===== src/rtl/sbs_pkg.sv =====
// shared constants and command codes for the sorted table search block
package sbs_pkg;

  localparam int IDX_W           = 10;
  localparam int DATA_W          = 32;
  localparam int TABLE_DEPTH_DEF = 1024;

  localparam logic CMD_WRITE  = 1'b0;
  localparam logic CMD_SEARCH = 1'b1;

endpackage


===== src/rtl/sbs_ctrl.sv =====
// request intake, probe sequencer and result register of the search block
module sbs_ctrl #(
  parameter int TABLE_DEPTH = sbs_pkg::TABLE_DEPTH_DEF,
  parameter int ADDR_W      = $clog2(TABLE_DEPTH)
) (
  input  logic                        clk,
  input  logic                        rst_n,
  input  logic                        in_valid,
  output logic                        in_ready,
  input  logic                        in_command,
  input  logic [sbs_pkg::IDX_W-1:0]   in_entry_index,
  input  logic [sbs_pkg::DATA_W-1:0]  in_entry_value,
  input  logic [sbs_pkg::IDX_W-1:0]   in_low_index,
  input  logic [sbs_pkg::IDX_W-1:0]   in_high_index,
  input  logic [sbs_pkg::DATA_W-1:0]  in_search_key,
  output logic                        out_valid,
  input  logic                        out_ready,
  output logic                        out_found,
  output logic [sbs_pkg::IDX_W-1:0]   out_position,
  output logic                        mem_we,
  output logic [ADDR_W-1:0]           mem_waddr,
  output logic [sbs_pkg::DATA_W-1:0]  mem_wdata,
  output logic [ADDR_W-1:0]           mem_raddr,
  input  logic [sbs_pkg::DATA_W-1:0]  mem_rdata
);

  localparam int IW = sbs_pkg::IDX_W;
  localparam int CW = ((ADDR_W > IW) ? ADDR_W : IW) + 2;

  typedef enum logic [3:0] {
    ST_IDLE  = 4'b0001,
    ST_PROBE = 4'b0010,
    ST_CMP   = 4'b0100,
    ST_DONE  = 4'b1000
  } state_t;

  state_t state_r, state_nxt;

  logic signed [CW-1:0]              lo_r, lo_nxt;
  logic signed [CW-1:0]              hi_r, hi_nxt;
  logic signed [CW-1:0]              mid_r, mid_nxt;
  logic signed [sbs_pkg::DATA_W-1:0] key_r, key_nxt;
  logic                              res_found_r, res_found_nxt;
  logic [IW-1:0]                     res_pos_r, res_pos_nxt;
  logic                              out_valid_r, out_valid_nxt;
  logic                              out_found_r, out_found_nxt;
  logic [IW-1:0]                     out_position_r, out_position_nxt;

  logic                              accept;
  logic [CW-1:0]                     widx_ext;
  logic signed [CW-1:0]              lo_in;
  logic signed [CW-1:0]              hi_in;
  logic signed [CW-1:0]              span;
  logic signed [CW-1:0]              mid_calc;
  logic signed [sbs_pkg::DATA_W-1:0] probe;
  logic                              out_free;

  assign in_ready = (state_r == ST_IDLE);
  assign accept   = in_valid && in_ready;

  assign widx_ext  = {{(CW-IW){1'b0}}, in_entry_index};
  assign mem_we    = accept && (in_command == sbs_pkg::CMD_WRITE)
                     && (widx_ext < CW'(TABLE_DEPTH));
  assign mem_waddr = widx_ext[ADDR_W-1:0];
  assign mem_wdata = in_entry_value;

  assign lo_in = signed'({{(CW-IW){1'b0}}, in_low_index});
  assign hi_in = (signed'({{(CW-IW){1'b0}}, in_high_index}) > signed'(CW'(TABLE_DEPTH - 1)))
                 ? signed'(CW'(TABLE_DEPTH - 1))
                 : signed'({{(CW-IW){1'b0}}, in_high_index});

  assign span      = hi_r - lo_r;
  assign mid_calc  = lo_r + (span >>> 1);
  assign mem_raddr = mid_calc[ADDR_W-1:0];
  assign probe     = signed'(mem_rdata);
  assign out_free  = !out_valid_r || out_ready;

  always_comb begin
    state_nxt        = state_r;
    lo_nxt           = lo_r;
    hi_nxt           = hi_r;
    mid_nxt          = mid_r;
    key_nxt          = key_r;
    res_found_nxt    = res_found_r;
    res_pos_nxt      = res_pos_r;
    out_valid_nxt    = out_valid_r && !out_ready;
    out_found_nxt    = out_found_r;
    out_position_nxt = out_position_r;
    unique case (state_r)
      ST_IDLE: begin
        if (accept && (in_command == sbs_pkg::CMD_SEARCH)) begin
          lo_nxt    = lo_in;
          hi_nxt    = hi_in;
          key_nxt   = signed'(in_search_key);
          state_nxt = ST_PROBE;
        end
      end
      ST_PROBE: begin
        if (lo_r > hi_r) begin
          res_found_nxt = 1'b0;
          res_pos_nxt   = '0;
          state_nxt     = ST_DONE;
        end else begin
          mid_nxt   = mid_calc;
          state_nxt = ST_CMP;
        end
      end
      ST_CMP: begin
        if (key_r < probe) begin
          hi_nxt    = mid_r - CW'(1);
          state_nxt = ST_PROBE;
        end else if (key_r > probe) begin
          lo_nxt    = mid_r + CW'(1);
          state_nxt = ST_PROBE;
        end else begin
          res_found_nxt = 1'b1;
          res_pos_nxt   = mid_r[IW-1:0];
          state_nxt     = ST_DONE;
        end
      end
      ST_DONE: begin
        if (out_free) begin
          out_valid_nxt    = 1'b1;
          out_found_nxt    = res_found_r;
          out_position_nxt = res_pos_r;
          state_nxt        = ST_IDLE;
        end
      end
      default: begin
        state_nxt = ST_IDLE;
      end
    endcase
  end

  always_ff @(posedge clk) begin
    if (!rst_n) begin
      state_r     <= ST_IDLE;
      out_valid_r <= 1'b0;
    end else begin
      state_r     <= state_nxt;
      out_valid_r <= out_valid_nxt;
    end
  end

  always_ff @(posedge clk) begin
    lo_r           <= lo_nxt;
    hi_r           <= hi_nxt;
    mid_r          <= mid_nxt;
    key_r          <= key_nxt;
    res_found_r    <= res_found_nxt;
    res_pos_r      <= res_pos_nxt;
    out_found_r    <= out_found_nxt;
    out_position_r <= out_position_nxt;
  end

  assign out_valid    = out_valid_r;
  assign out_found    = out_found_r;
  assign out_position = out_position_r;

  a_cmp_follows_probe: assert property (@(posedge clk) disable iff (!rst_n)
    (state_r == ST_CMP) |-> ($past(state_r) == ST_PROBE))
    else $error("compare without a preceding probe read");

  a_mid_in_range: assert property (@(posedge clk) disable iff (!rst_n)
    (state_r == ST_CMP) |-> ((mid_r >= lo_r) && (mid_r <= hi_r)))
    else $error("probe slot outside the search range");

  a_hi_in_table: assert property (@(posedge clk) disable iff (!rst_n)
    (state_r == ST_PROBE) |-> (hi_r <= signed'(CW'(TABLE_DEPTH - 1))))
    else $error("search range beyond the table");

  a_miss_pos_zero: assert property (@(posedge clk) disable iff (!rst_n)
    (out_valid_r && !out_found_r) |-> (out_position_r == '0))
    else $error("miss result with nonzero position");

  a_no_write_busy: assert property (@(posedge clk) disable iff (!rst_n)
    mem_we |-> (state_r == ST_IDLE))
    else $error("table write during a search");

endmodule


===== config.mk =====
export PLATFORM = sky130hd
export DESIGN_NAME = sbs_ctrl
export DESIGN_NICKNAME = d
export VERILOG_FILES = /design/src/rtl/sbs_pkg.sv /design/src/rtl/sbs_ctrl.sv
export SDC_FILE = /design/constraint.sdc
export NUM_CORES = 1
export LEC_CHECK = 0
export BUFFER_PORTS_ARGS = -buffer_cell sky130_fd_sc_hd__buf_2
export CAP_MARGIN = 20
export CORE_ASPECT_RATIO = 2
export CORE_MARGIN = 5
export CORE_UTILIZATION = 51
export CTS_BUF_LIST = sky130_fd_sc_hd__clkbuf_16
export DETAILED_ROUTE_END_ITERATION = 16
export PLACE_DENSITY_LB_ADDON = 0.3
export SYNTH_ARGS = -nofsm -noshare
export SYNTH_HDL_FRONTEND = slang
export SYNTH_SLANG_ARGS = --single-unit
export TNS_END_PERCENT = 5

===== constraint.sdc =====
create_clock -name clk -period 3.9 [get_ports clk]
set_clock_uncertainty 0.2 [all_clocks]
set_input_delay 0.195 -clock clk [delete_from_list [all_inputs] [get_ports clk]]
set_output_delay 0.195 -clock clk [all_outputs]
set_load 0.05 [all_outputs]

=== After elaboration in Yosys (flattened, before gate mapping) ===
Index checks and enable logic that the tools add are counted.

* Register bits after elaboration: 95
* Bits in latches: 0
* Memory bits (writable): 0
* ROM bits: 0
* Bits of input ports: 131
* Output and inout port bits: 66
* Logic and storage cells: 71
* Memories kept: 0

* $add $sub $neg: 4
* Multipliers: 0
* Divide/modulo/power cells: 0
* Order comparisons: 4
* Eq/ne operators: 11
* Shift-type cells: 0
* Multiplexer cells: 23
* Bitwise logic cells: 2
* Reductions and logical operators: 17

{| class="wikitable"
|+ Operator list
! cell !! number
|-
| $mux W12 || 5
|-
| $pmux W12 S2 || 2
|-
| $gt A32 B32 Y1 || 1
|-
| $lt A32 B32 Y1 || 1
|-
| $mux W10 || 3
|-
| $mux W4 || 5
|-
| $pmux W10 S2 || 1
|-
| $pmux W4 S4 || 1
|-
| $add A12 B11 Y12 || 1
|-
| $add A12 B2 Y12 const B || 1
|-
| $gt A12 B12 Y1 || 1
|-
| $ne A2 B2 Y1 const B || 6
|-
| $sub A12 B12 Y12 || 1
|-
| $sub A12 B2 Y12 const B || 1
|-
| $lt A10 B11 Y1 const B || 1
|-
| $reduce_and A2 Y1 || 4
|-
| $reduce_and A4 Y1 || 2
|-
| $logic_and A1 B1 Y1 || 5
|-
| $mux W1 || 5
|-
| $eq A4 B1 Y1 const B || 1
|-
| $eq A4 B2 Y1 const B || 1
|-
| $eq A4 B3 Y1 const B || 1
|-
| $eq A4 B4 Y1 const B || 1
|-
| $reduce_bool A2 Y1 || 2
|-
| 6 further kinds || 8
|}

=== Logic depth before layout (Yosys ltp) ===
Gate-level depths: netlist (run 1).

* Word-level depth: 5
* Depth in mapped cells: 15
* Gate-level depth less buffers: 15

=== Worst setup path before layout (run 1) ===
Ideal clock, no wire load.

* Path type: flip-flop to flip-flop
* Start: reg lo_r[1]
* End: reg mid_r[11] (data pin)
* Setup time: 0.268 ns
* Arrival time: 2.951 ns
* Required time: 3.432 ns
* Path slack: 0.481 ns
* Stages on the path, launching flop included: 13
* Period minus slack after synthesis: 3.419 ns
* Cell sequence: edfxtp_1 inv_1 ha_1 a2111o_1 a31oi_2 or2b_1 xor2_1 ha_1 a31oi_1 o21ai_1 a21o_1 a21oi_2 xnor3_1

* Word-level cells in the longest chain between the ends: 2

{| class="wikitable"
|+ Ends and longest elaborated chain
! item !! RTL line !! text
|-
| start: declaration || sbs_ctrl.sv:39 || <nowiki>logic signed [CW-1:0] lo_r, lo_nxt;</nowiki>
|-
| start signal: assignment || sbs_ctrl.sv:146 || <nowiki>lo_r <= lo_nxt;</nowiki>
|-
| $sub A12 B12 Y12 || sbs_ctrl.sv:72 || <nowiki>assign span = hi_r - lo_r;</nowiki>
|-
| $add A12 B11 Y12 * || sbs_ctrl.sv:73 || <nowiki>assign mid_calc = lo_r + (span >>> 1);</nowiki>
|-
| via mid_calc[11] || sbs_ctrl.sv:54 || <nowiki>logic signed [CW-1:0] mid_calc;</nowiki>
|-
| end signal: assignment || sbs_ctrl.sv:148 || <nowiki>mid_r <= mid_nxt;</nowiki>
|-
| end: declaration || sbs_ctrl.sv:41 || <nowiki>logic signed [CW-1:0] mid_r, mid_nxt;</nowiki>
|}

The timed path passes the listed nets; every way through them passes the cells marked *.
A chain may end at the register's enable or synchronous reset.

=== Final worst setup path (run 1) ===
* Start: reg lo_r[1]
* End: out mem_raddr[9]

* Word-level cells in the longest chain between the ends: 2

{| class="wikitable"
|+ Ends and longest elaborated chain
! item !! RTL line !! text
|-
| $sub A12 B12 Y12 || sbs_ctrl.sv:72 ||
|-
| $add A12 B11 Y12 * || sbs_ctrl.sv:73 ||
|-
| end: declaration || sbs_ctrl.sv:23 || <nowiki>output logic [ADDR_W-1:0] mem_raddr,</nowiki>
|}

Mark *: on every way between the ends. The rest lies on a longest branch, timed or not.

==> results of run 1 <==
## layer usage
metal / share of wire (%) / wire length [um] / up-vias / GRT usage [%]
met2: 55 / 7720 / 208 / 37.7
met5: 0 / 0 / - / 4.55
met3: 8.7 / 1230 / 38 / 7.55
li1: - / - / 2104 / -
met1: 33 / 4690 / 2013 / 18.8
met4: 3.6 / 516 / 0 / 9.80
## power breakdown
group	internal (W)	switching, W
Combinational	0.000515	0.000970
Clock	0.000500	0.000389
Sequential	0.00126	0.0000465
## through the flow
stage / setup TNS, ns / instances / setup WS (ns)
2_1_floorplan: 0 / 550 / 0.481
3_3_place_gp: 0 / 746 / 0.239
3_5_place_dp: 0 / 746 / 0.0836
4_1_cts: -0.00405 / 812 / -0.00405
5_1_grt: -0.0844 / 813 / -0.0422
6_report: 0 / 813 / 0.106
## cell families after synthesis
kind of cell,share of synthesized area [%]
AOI/OAI and AO/OA,9.64
DFF,47.9
and+or+nand+nor,12.9
muxes,0.171
buffers and inverters,11.1
adders and majority gates,12.9
xor gates and xnor gates,5.47
## area by class of cell
type,count,area share (%)
Clock buffer,9,3.20
Clock inverter,7,1.03
Inverter,59,3.15
Multi-Input combinational cell,334,34.6
Sequential cell,95,39.8
Tap cell,142,2.52
Timing Repair Buffer,167,15.7
## worst max-delay path by stage
stage / to / from / cells after the start
detailed placement: mid_r[11] / lo_r[0] / 15
global placement: mid_r[11] / lo_r[1] / 13
global route: mem_raddr[8] / lo_r[0] / 14
floorplan: mid_r[11] / lo_r[1] / 12
finish: mem_raddr[9] / lo_r[1] / 12
CTS: mem_raddr[9] / lo_r[0] / 14
## layout by cell type (no fill, tap or decap), types with 9 or more instances in the layout
| cell type | synthesis | layout |
|---|---|---|
| nor2_1 | 39 | 39 |
| a21oi_1 | 31 | 29 |
| dlygate4sd3_1 | 0 | 50 |
| nand2_1 | 39 | 39 |
| clkbuf_16 | 0 | 9 |
| o21ai_0 | 21 | 21 |
| edfxtp_1 | 90 | 90 |
| xnor2_1 | 21 | 21 |
| inv_1 | 59 | 60 |
| buf_2 | 0 | 109 |
| xor2_1 | 13 | 13 |
| nand3_1 | 11 | 11 |
| ha_1 | 57 | 57 |
## synthesized netlist by cell type, types with 3 or more instances
cell	number	area, um2
edfxtp_1	90	2700
o21ai_1	6	30.0
nor2_1	39	146
xnor2_1	21	184
nand3b_1	3	22.5
and2_1	7	43.8
nand2b_1	7	43.8
nand3_1	11	55.1
ha_1	57	713
dfxtp_1	5	100
inv_1	59	221
o21ai_0	21	105
a21oi_1	31	155
nand2_1	39	146
o211ai_1	3	22.5
a31oi_1	3	18.8
o31a_1	3	26.3
nand4_1	7	43.8
and3_1	5	31.3
clkbuf_1	9	33.8
a211oi_1	3	22.5
buf_4	52	390
xor2_1	13	114
nor2b_1	6	37.5
o21a_1	3	22.5
nor3_1	9	45.0
a21o_1	5	37.5
## timing repair
action,CTS,global route
hold buffers,50,0
endpoints found under the setup margin,2,4
gates resized for setup,4,7
pin swaps,0,2
cloned,0,0
setup buffers,0,1
endpoints found under the hold margin,54,0
## sequential cells by signal, summed over array words and instances, names as in the netlist
| register | cells |
|---|---|
| key_r | 32 |
| hi_r | 12 |
| lo_r | 12 |
| mid_r | 12 |
| out_position | 10 |
| res_pos_r | 10 |
| state_r | 4 |
| out_found | 1 |
| out_valid | 1 |
| res_found_r | 1 |
## worst max-delay path: stages (launching register included)
cell and delay, ns:
edfxtp_1 0.47, inv_1 0.07, ha_1 0.32, a2111o_1 0.42
a31oi_1 0.23, xnor2_1 0.15, ha_1 0.30, nor3_2 0.18
nor2_1 0.09, a31oi_2 0.25, o21ai_2 0.10, xor2_1 0.24
buf_4 0.24
==> impl_metrics.json, run 1 <==
{
  "status": "finished clean",
  "r2r_end": "mid_r[11]",
  "ant_nets": 0,
  "power.density_mw_per_mm2": 522,
  "fin_crit_ns": 3.79,
  "h-tree-depth": 3,
  "numCtsBuffers": 9,
  "hold_violations": 0,
  "yosys_warnings": 0,
  "yosys_register_bits": 95,
  "holdWs_ns": 0.0209,
  "path_max_fanout": 4,
  "grt_first_pass_wirelength_um": 21800,
  "die_w_um": 85.8,
  "placed_area_mm2": 0.00620,
  "syn_area_per_cell_um2": 10.6,
  "synth_nets": 740,
  "cap_violations": 0,
  "n_antenna_cell": 0,
  "fp-row-count": 55,
  "wl_per_cell_um": 17.4,
  "yosysSeqAreaShare_pct": 47.9,
  "max_freq_mhz": 264,
  "final_util_pct": 62.4,
  "reg2reg_setup_slack_ns": 0.21,
  "core_area_mm2": 0.0113,
  "crit_type": "reg2out",
  "drive_gt1_share_pct": 22.4,
  "globalRouteOverflowTotal": 0,
  "r2r.worst_path.cells": 13,
  "setup_viol": 0,
  "multi_input_area_mm2": 0.00243,
  "clkTransAtPathRegs_ns": 0.07,
  "peakVddDrop_v": 0.000462,
  "min_from": "in_high_index[3]",
  "grt_max_degree": 33,
  "fillers": 910,
  "vias_per_cell": 5.37,
  "timing.final.crit_share_pct": 97.3,
  "hp-class": "in2reg",
  "hold_end": "hi_r[3]",
  "rr_startpoint": "lo_r[1]",
  "cts_sinks": 95,
  "maxSlewHeadroom_pct": 38.0,
  "synth_cells": 550,
  "async_reset_ff_share_pct": 0,
  "area_growth_pct": 20.2,
  "end_kind": "output port",
  "ys.flop_type": "edfxtp_1",
  "start_util_pct": 51.9,
  "rsz0062_at_grt": "yes",
  "gp_congestion": 0.860,
  "routed_wl_um": 14200,
  "grt_pass1_vias": 4648,
  "grt_util_all_layers_pct": 20.4,
  "worstPathRequired_ns": 3.50,
  "ys_types": 55,
  "antenna_found_initial": 0,
  "synth_edf_count": 90,
  "cts_root_buf": "clkbuf_16",
  "power.leakage_nw": 3.15,
  "tightestPinTransition_ns": 0.927,
  "vias": 4363,
  "synthesis.area_mm2": 0.00586,
  "dieArea_mm2": 0.0139,
  "power_w": 0.00368,
  "dp_hpwl_um": 10900,
  "regArea_mm2": 0.00280,
  "crit_path_start_kind": "flip-flop",
  "clock_latency_ns": 0.34,
  "tritoncts": "yes",
  "nets": 856,
  "die_h_um": 162,
  "place.port_buffers": 112,
  "hold_depth": 3,
  "slew_viol_final": 0,
  "drc": 0,
  "clockBufferDepth": 2,
  "drtIter0Drc": 125,
  "io_pins": 197,
  "arrival_ns": 3.40,
  "fin_area_mm2": 0.00704,
  "first_pass_iters": 5
}
Power figures use the tool's default switching activity.
==> run 2: changes to the inputs <==
- ABC_AREA: default -> 1
- CORE_ASPECT_RATIO: 2 -> default
- CORE_UTILIZATION: 51 -> 52
==> impl_metrics.json, run 2 <==
{
  "syn_area_per_cell_um2": 9.41,
  "peakVddDrop_v": 0.000650,
  "synth_common_cells": "nand2_1 (108), inv_1 (104), edfxtp_1 (90), ha_1 (57), buf_4 (52)",
  "die_w_um": 117,
  "placed_area_mm2": 0.00632,
  "drive_gt1_share_pct": 20.1,
  "tritoncts": "yes",
  "vias": 4707,
  "post-synth-top-area-cell": "edfxtp_1",
  "drc": 0,
  "status": "finished clean",
  "synth_nets": 824,
  "first_pass_iters": 6,
  "io_pins": 197,
  "cts_root_buf": "clkbuf_16",
  "mostFrequentLayoutCell": "buf_2",
  "arrival_ns": 3.31,
  "critPathSlowestCell": "edfxtp_1",
  "cap_violations": 0,
  "largest_register_ff_count": 32,
  "timing.final.crit_share_pct": 95.0,
  "end_kind": "output port",
  "synth.top_cell.area_share_pct": 45.3,
  "hp-class": "in2reg",
  "yosys_register_bits": 95,
  "max_freq_mhz": 270,
  "critical-path-max-stage-delay_ns": 0.47,
  "maxSlewHeadroom_pct": 56.2,
  "grt_first_pass_wirelength_um": 22200,
  "h-tree-depth": 3,
  "crit_type": "reg2out",
  "grt_util_all_layers_pct": 21.2,
  "routed_wl_um": 14100,
  "wl_per_cell_um": 15.6,
  "path_cells": "inv_1, ha_1, nand2_1, o21ai_2, xor2_1, inv_1, ha_1, a21oi_1, nand2_1, nand2_1, nand2_1, a21oi_2, o21ai_1, a21oi_1, xnor2_1, buf_4",
  "clkTransAtPathRegs_ns": 0.07,
  "die_h_um": 117,
  "regMostFlops": "key_r",
  "fp-row-count": 39,
  "numCtsBuffers": 9,
  "fillers": 916,
  "power.density_mw_per_mm2": 579,
  "worstPathRequired_ns": 3.50,
  "start_util_pct": 52.7,
  "dpl.cell_count": 835,
  "core_area_mm2": 0.0113,
  "holdWs_ns": 0.0233,
  "synthesis.area_mm2": 0.00597,
  "path_max_fanout": 4,
  "cp_common_cell": "nand2_1",
  "yosysSeqAreaShare_pct": 47.0,
  "vias_per_cell": 5.21,
  "yosys_warnings": 0,
  "area_growth_pct": 19.6,
  "synth_cells": 634,
  "synth_area_leaders": "edfxtp_1 (45%), ha_1 (12%), nand2_1 (6.8%)",
  "fin_crit_ns": 3.71,
  "yosysMostFrequentCell": "nand2_1",
  "clock_latency_ns": 0.35,
  "nets": 945,
  "slew_viol_final": 0,
  "fin_cells": 903,
  "n_antenna_cell": 0,
  "crit_path_start_kind": "flip-flop",
  "most-common-layout-cells": "buf_2 (110), nand2_1 (108), inv_1 (105)",
  "ys.flop_type": "edfxtp_1",
  "grt_pass1_vias": 4797,
  "hold_violations": 0,
  "gp_congestion": 0.939,
  "dieArea_mm2": 0.0137,
  "clockBufferDepth": 2,
  "fin_area_mm2": 0.00713,
  "grt_max_degree": 35,
  "globalRouteOverflowTotal": 0,
  "async_reset_ff_share_pct": 0,
  "dp_hpwl_um": 10500,
  "antenna_found_initial": 0,
  "synth_edf_count": 90,
  "ys_types": 40,
  "final_util_pct": 63.0,
  "power.leakage_nw": 3.31,
  "drtIter0Drc": 299,
  "cts_sinks": 95,
  "ant_nets": 0,
  "setup_viol": 0,
  "place.port_buffers": 112,
  "tightestPinTransition_ns": 0.655,
  "finalSetupTns_ns": 0
}
[run 2: cell types whose count changed after synthesis, sizes merged, moves of 4 or more]
cell	before	now
a31oi	4	9
inv	59	107
nand2	39	108
nor2	39	51
clkbuf	9	3
and2	7	0
nand3	11	22
nor3	9	18
nor2b	6	0
a21oi	32	36
nand2b	8	0
nand3b	4	0
xnor2	21	8
and3	5	0
[run 2: per-stage QoR]
| stage | setup slack [ns] | power (W) |
|---|---|---|
| finish | 0.195 | 0.00413 |
| global route | -0.0547 | 0.00439 |
| CTS | 0.0516 | 0.00408 |
| detailed placement | 0.362 | 0.00320 |
| global placement | 0.446 | 0.00316 |
| floorplan | 0.637 | 0.00306 |
[run 2: layer usage]
metal / routed length [um] / global-route usage [%] / up-vias
li1: - / - / 2308
met1: 5590 / 24.2 / 2157
met2: 6970 / 36.7 / 178
met3: 923 / 4.63 / 64
met4: 640 / 12.4 / 0
met5: 0 / 0 / -
[run 2: final timing paths]
check                                 startpoint         endpoint  slack [ns]  depth (start not counted)
worst max-delay path                     lo_r[1]     mem_raddr[9]        0.19                         16
worst max register to register           lo_r[1]        mid_r[11]        0.51                         13
worst min register to register      res_pos_r[8]  out_position[8]        0.22                          0
worst min-delay path            in_high_index[6]          hi_r[6]        0.02                          3
[run 2: cells by family (layout without fill, tap and decap cells)]
logic type,count (synthesis),count (layout),share of synthesized area (%)
and+or+nand+nor,207,207,15.1
buffers and inverters,165,291,13.8
DFF,95,95,47.0
xor gates and xnor gates,20,20,2.94
AOI/OAI and AO/OA,88,88,8.56
adders and majority gates,59,59,12.6
[run 2: power by group]
part,switching [W],internal [W]
combinational,0.00132,0.000609
clock,0.000396,0.000435
sequential,0.0000599,0.00131
total,0.00178,0.00235
[run 2: layout make-up]
| class | instances | area (um2) | share of cell area [%] |
|---|---|---|---|
| tap | 143 | 179 | 2.51 |
| clock buffer | 9 | 225 | 3.16 |
| inverter | 108 | 405 | 5.68 |
| timing repair buffer | 167 | 1100 | 15.4 |
| clock inverter | 7 | 47.5 | 0.666 |
| sequential | 95 | 2800 | 39.3 |
| multi-input combinational | 374 | 2380 | 33.3 |
[run 2: critical path, delay by kind of cell, from the launching register on]
| family | cells | cell delay [ns] |
|---|---|---|
| flops | 1 | 0.47 |
| buf+inv | 3 | 0.39 |
| fa+ha+maj | 2 | 0.62 |
| simple gates | 4 | 0.34 |
| xor+xnor | 2 | 0.35 |
| compound gates | 5 | 0.81 |
[run 2: timing repair]
item,CTS,global route
cloned,0,0
buffers inserted,0,3
hold buffers,48,0
setup endpoints to repair,1,4
endpoints found under the hold margin,51,0
gates resized for setup,1,9
pin swaps,0,3
==> run 3: changes to the inputs <==
- ABC_AREA: 1 -> 0
- CORE_UTILIZATION: 52 -> 51
==> impl_metrics.json, run 3 (synthesized netlist as in run 1, its figures left out) <==
{
  "status": "finished clean",
  "r2r_end": "mid_r[11]",
  "grt_util_all_layers_pct": 19.7,
  "cts_sinks": 95,
  "io_pins": 197,
  "area_growth_pct": 20.6,
  "critPathSlowestCell": "edfxtp_1",
  "worstPathRequired_ns": 3.50,
  "worst_slack_ns": 0.139,
  "fin_area_mm2": 0.00706,
  "min_from": "in_low_index[4]",
  "largest_register_ff_count": 32,
  "vias_per_cell": 5.20,
  "vias": 4237,
  "maxSlewHeadroom_pct": 38.7,
  "timing.final.crit_share_pct": 96.4,
  "holdWs_ns": 0.00653,
  "sequentialPowerShare_pct": 35.4,
  "multi_input_area_mm2": 0.00245,
  "rr_startpoint": "lo_r[1]",
  "routed_wl_um": 12900,
  "die_w_um": 117,
  "critical-path-max-stage-delay_ns": 0.41,
  "hold_violations": 0,
  "place.port_buffers": 112,
  "slew_viol_final": 0,
  "path_cells": "inv_2, ha_4, nor2b_2, o31a_1, o31a_1, o21a_1, nor2_2, xnor2_1, ha_1, nand2_1, o21ai_2, xor2_2, buf_6",
  "reg2reg_setup_slack_ns": 0.23,
  "grt_pass1_vias": 4396,
  "most-common-layout-cells": "buf_2 (109), edfxtp_1 (90), inv_1 (58)",
  "dp_worst_setup_slack_ns": 0.181,
  "end_kind": "output port",
  "ant_nets": 0,
  "power.density_mw_per_mm2": 521,
  "peakVddDrop_v": 0.000407,
  "crit_path_start_kind": "flip-flop",
  "regMostFlops": "key_r",
  "clkTransAtPathRegs_ns": 0.06,
  "dp_hpwl_um": 9670,
  "crit_type": "reg2out",
  "finalSetupTns_ns": 0,
  "regArea_mm2": 0.00280,
  "dieArea_mm2": 0.0137,
  "wl_per_cell_um": 15.9,
  "path_max_fanout": 4,
  "arrival_ns": 3.37,
  "fp-row-count": 39,
  "tightestPinTransition_ns": 0.918,
  "mostFrequentLayoutCell": "buf_2",
  "gp_congestion": 0.838,
  "crit_start": "lo_r[2]",
  "fin_crit_ns": 3.76,
  "p_comb_share_pct": 40.5,
  "r2r.worst_path.cells": 12,
  "numCtsBuffers": 9,
  "fin_cells": 815,
  "critPathCapture": "mem_raddr[8]",
  "hp-class": "in2reg",
  "fillers": 910,
  "p_sw_share_pct": 38.0,
  "cts_root_buf": "clkbuf_16",
  "power.leakage_nw": 3.15,
  "drive_gt1_share_pct": 23.1,
  "clockBufferDepth": 2,
  "max_freq_mhz": 266,
  "netSwitchingPower_w": 0.00140,
  "p_clk_share_pct": 24.1,
  "drc": 0,
  "drtIter0Drc": 225,
  "nets": 857,
  "clock_latency_ns": 0.35,
  "setup_viol": 0,
  "dpl.cell_count": 747,
  "placed_area_mm2": 0.00620,
  "cap_violations": 0,
  "cp_common_cell": "o31a_1",
  "core_area_mm2": 0.0113,
  "grt_first_pass_wirelength_um": 20600,
  "p_int_w": 0.00228,
  "h-tree-depth": 3,
  "grt_max_degree": 28,
  "rsz0062_at_grt": "yes",
  "globalRouteOverflowTotal": 0,
  "tritoncts": "yes",
  "antenna_found_initial": 0,
  "die_h_um": 117,
  "n_antenna_cell": 0,
  "start_util_pct": 51.7,
  "first_pass_iters": 4
}
## run 3: cell count changes in the layout (fill, tap and decap cells not counted), sizes merged, moves of 8 or more
| cell | delta |
|---|---|
| inv | -50 |
| nand2 | -69 |
| nand2b | +8 |
| nand3 | -11 |
| nor2 | -12 |
| nor3 | -9 |
| xnor2 | +13 |
## run 3: what timing repair did
item                                    CTS  global route
hold endpoints to repair                 53             0
gates resized for setup                   1            14
endpoints found under the setup margin    1             4
pin swaps                                 0             5
setup buffers                             0             3
hold buffers                             49             0
## run 3: area by class of cell
| cell class | count | area share (%) |
|---|---|---|
| Inverter | 59 | 3.14 |
| Tap cell | 143 | 2.53 |
| Clock inverter | 7 | 1.01 |
| Timing Repair Buffer | 168 | 15.8 |
| Clock buffer | 9 | 3.19 |
| Sequential cell | 95 | 39.7 |
| Multi-Input combinational cell | 334 | 34.7 |
## run 3: worst min path at each step
stage / endpoint / depth (start not counted)
2_1_floorplan: state_r[0] / 1
3_3_place_gp: key_r[27] / 1
3_5_place_dp: key_r[29] / 1
4_1_cts: lo_r[4] / 3
5_1_grt: hi_r[4] / 3
6_report: lo_r[4] / 3
## run 3: routing by layer
metal / track usage (%) / share of wire, % / up-vias
met5: 0 / 0 / -
met4: 8.33 / 2.4 / 0
li1: - / - / 2108
met1: 22.9 / 41 / 1955
met2: 35.2 / 51 / 138
met3: 4.16 / 5.9 / 36
## run 3: stage by stage
stage               utilization (%)  power, W
finish                         62.4   0.00368
global route                   62.4   0.00386
CTS                            61.7   0.00363
detailed placement             54.7   0.00269
global placement               54.7   0.00266
floorplan                         -   0.00260
## run 3: power groups by stage
| stage | combinational, W | clock (W) | sequential (W) |
|---|---|---|---|
| 3_5_place_dp | 0.00137 | 0 | 0.00132 |
| 2_1_floorplan | 0.00129 | 0 | 0.00131 |
| 3_3_place_gp | 0.00134 | 0 | 0.00132 |
| 4_1_cts | 0.00142 | 0.000902 | 0.00130 |
| 5_1_grt | 0.00161 | 0.000936 | 0.00131 |
| 6_report | 0.00149 | 0.000888 | 0.00130 |
## run 3: worst max-delay path: cells and delay by family, from the launching register on
kind	cells	cell delay (ns)
adders and majority gates	2	0.58
and+or+nand+nor	3	0.34
DFF	1	0.41
buffers and inverters	2	0.28
xor gates and xnor gates	2	0.31
AOI/OAI and AO/OA	4	1.09
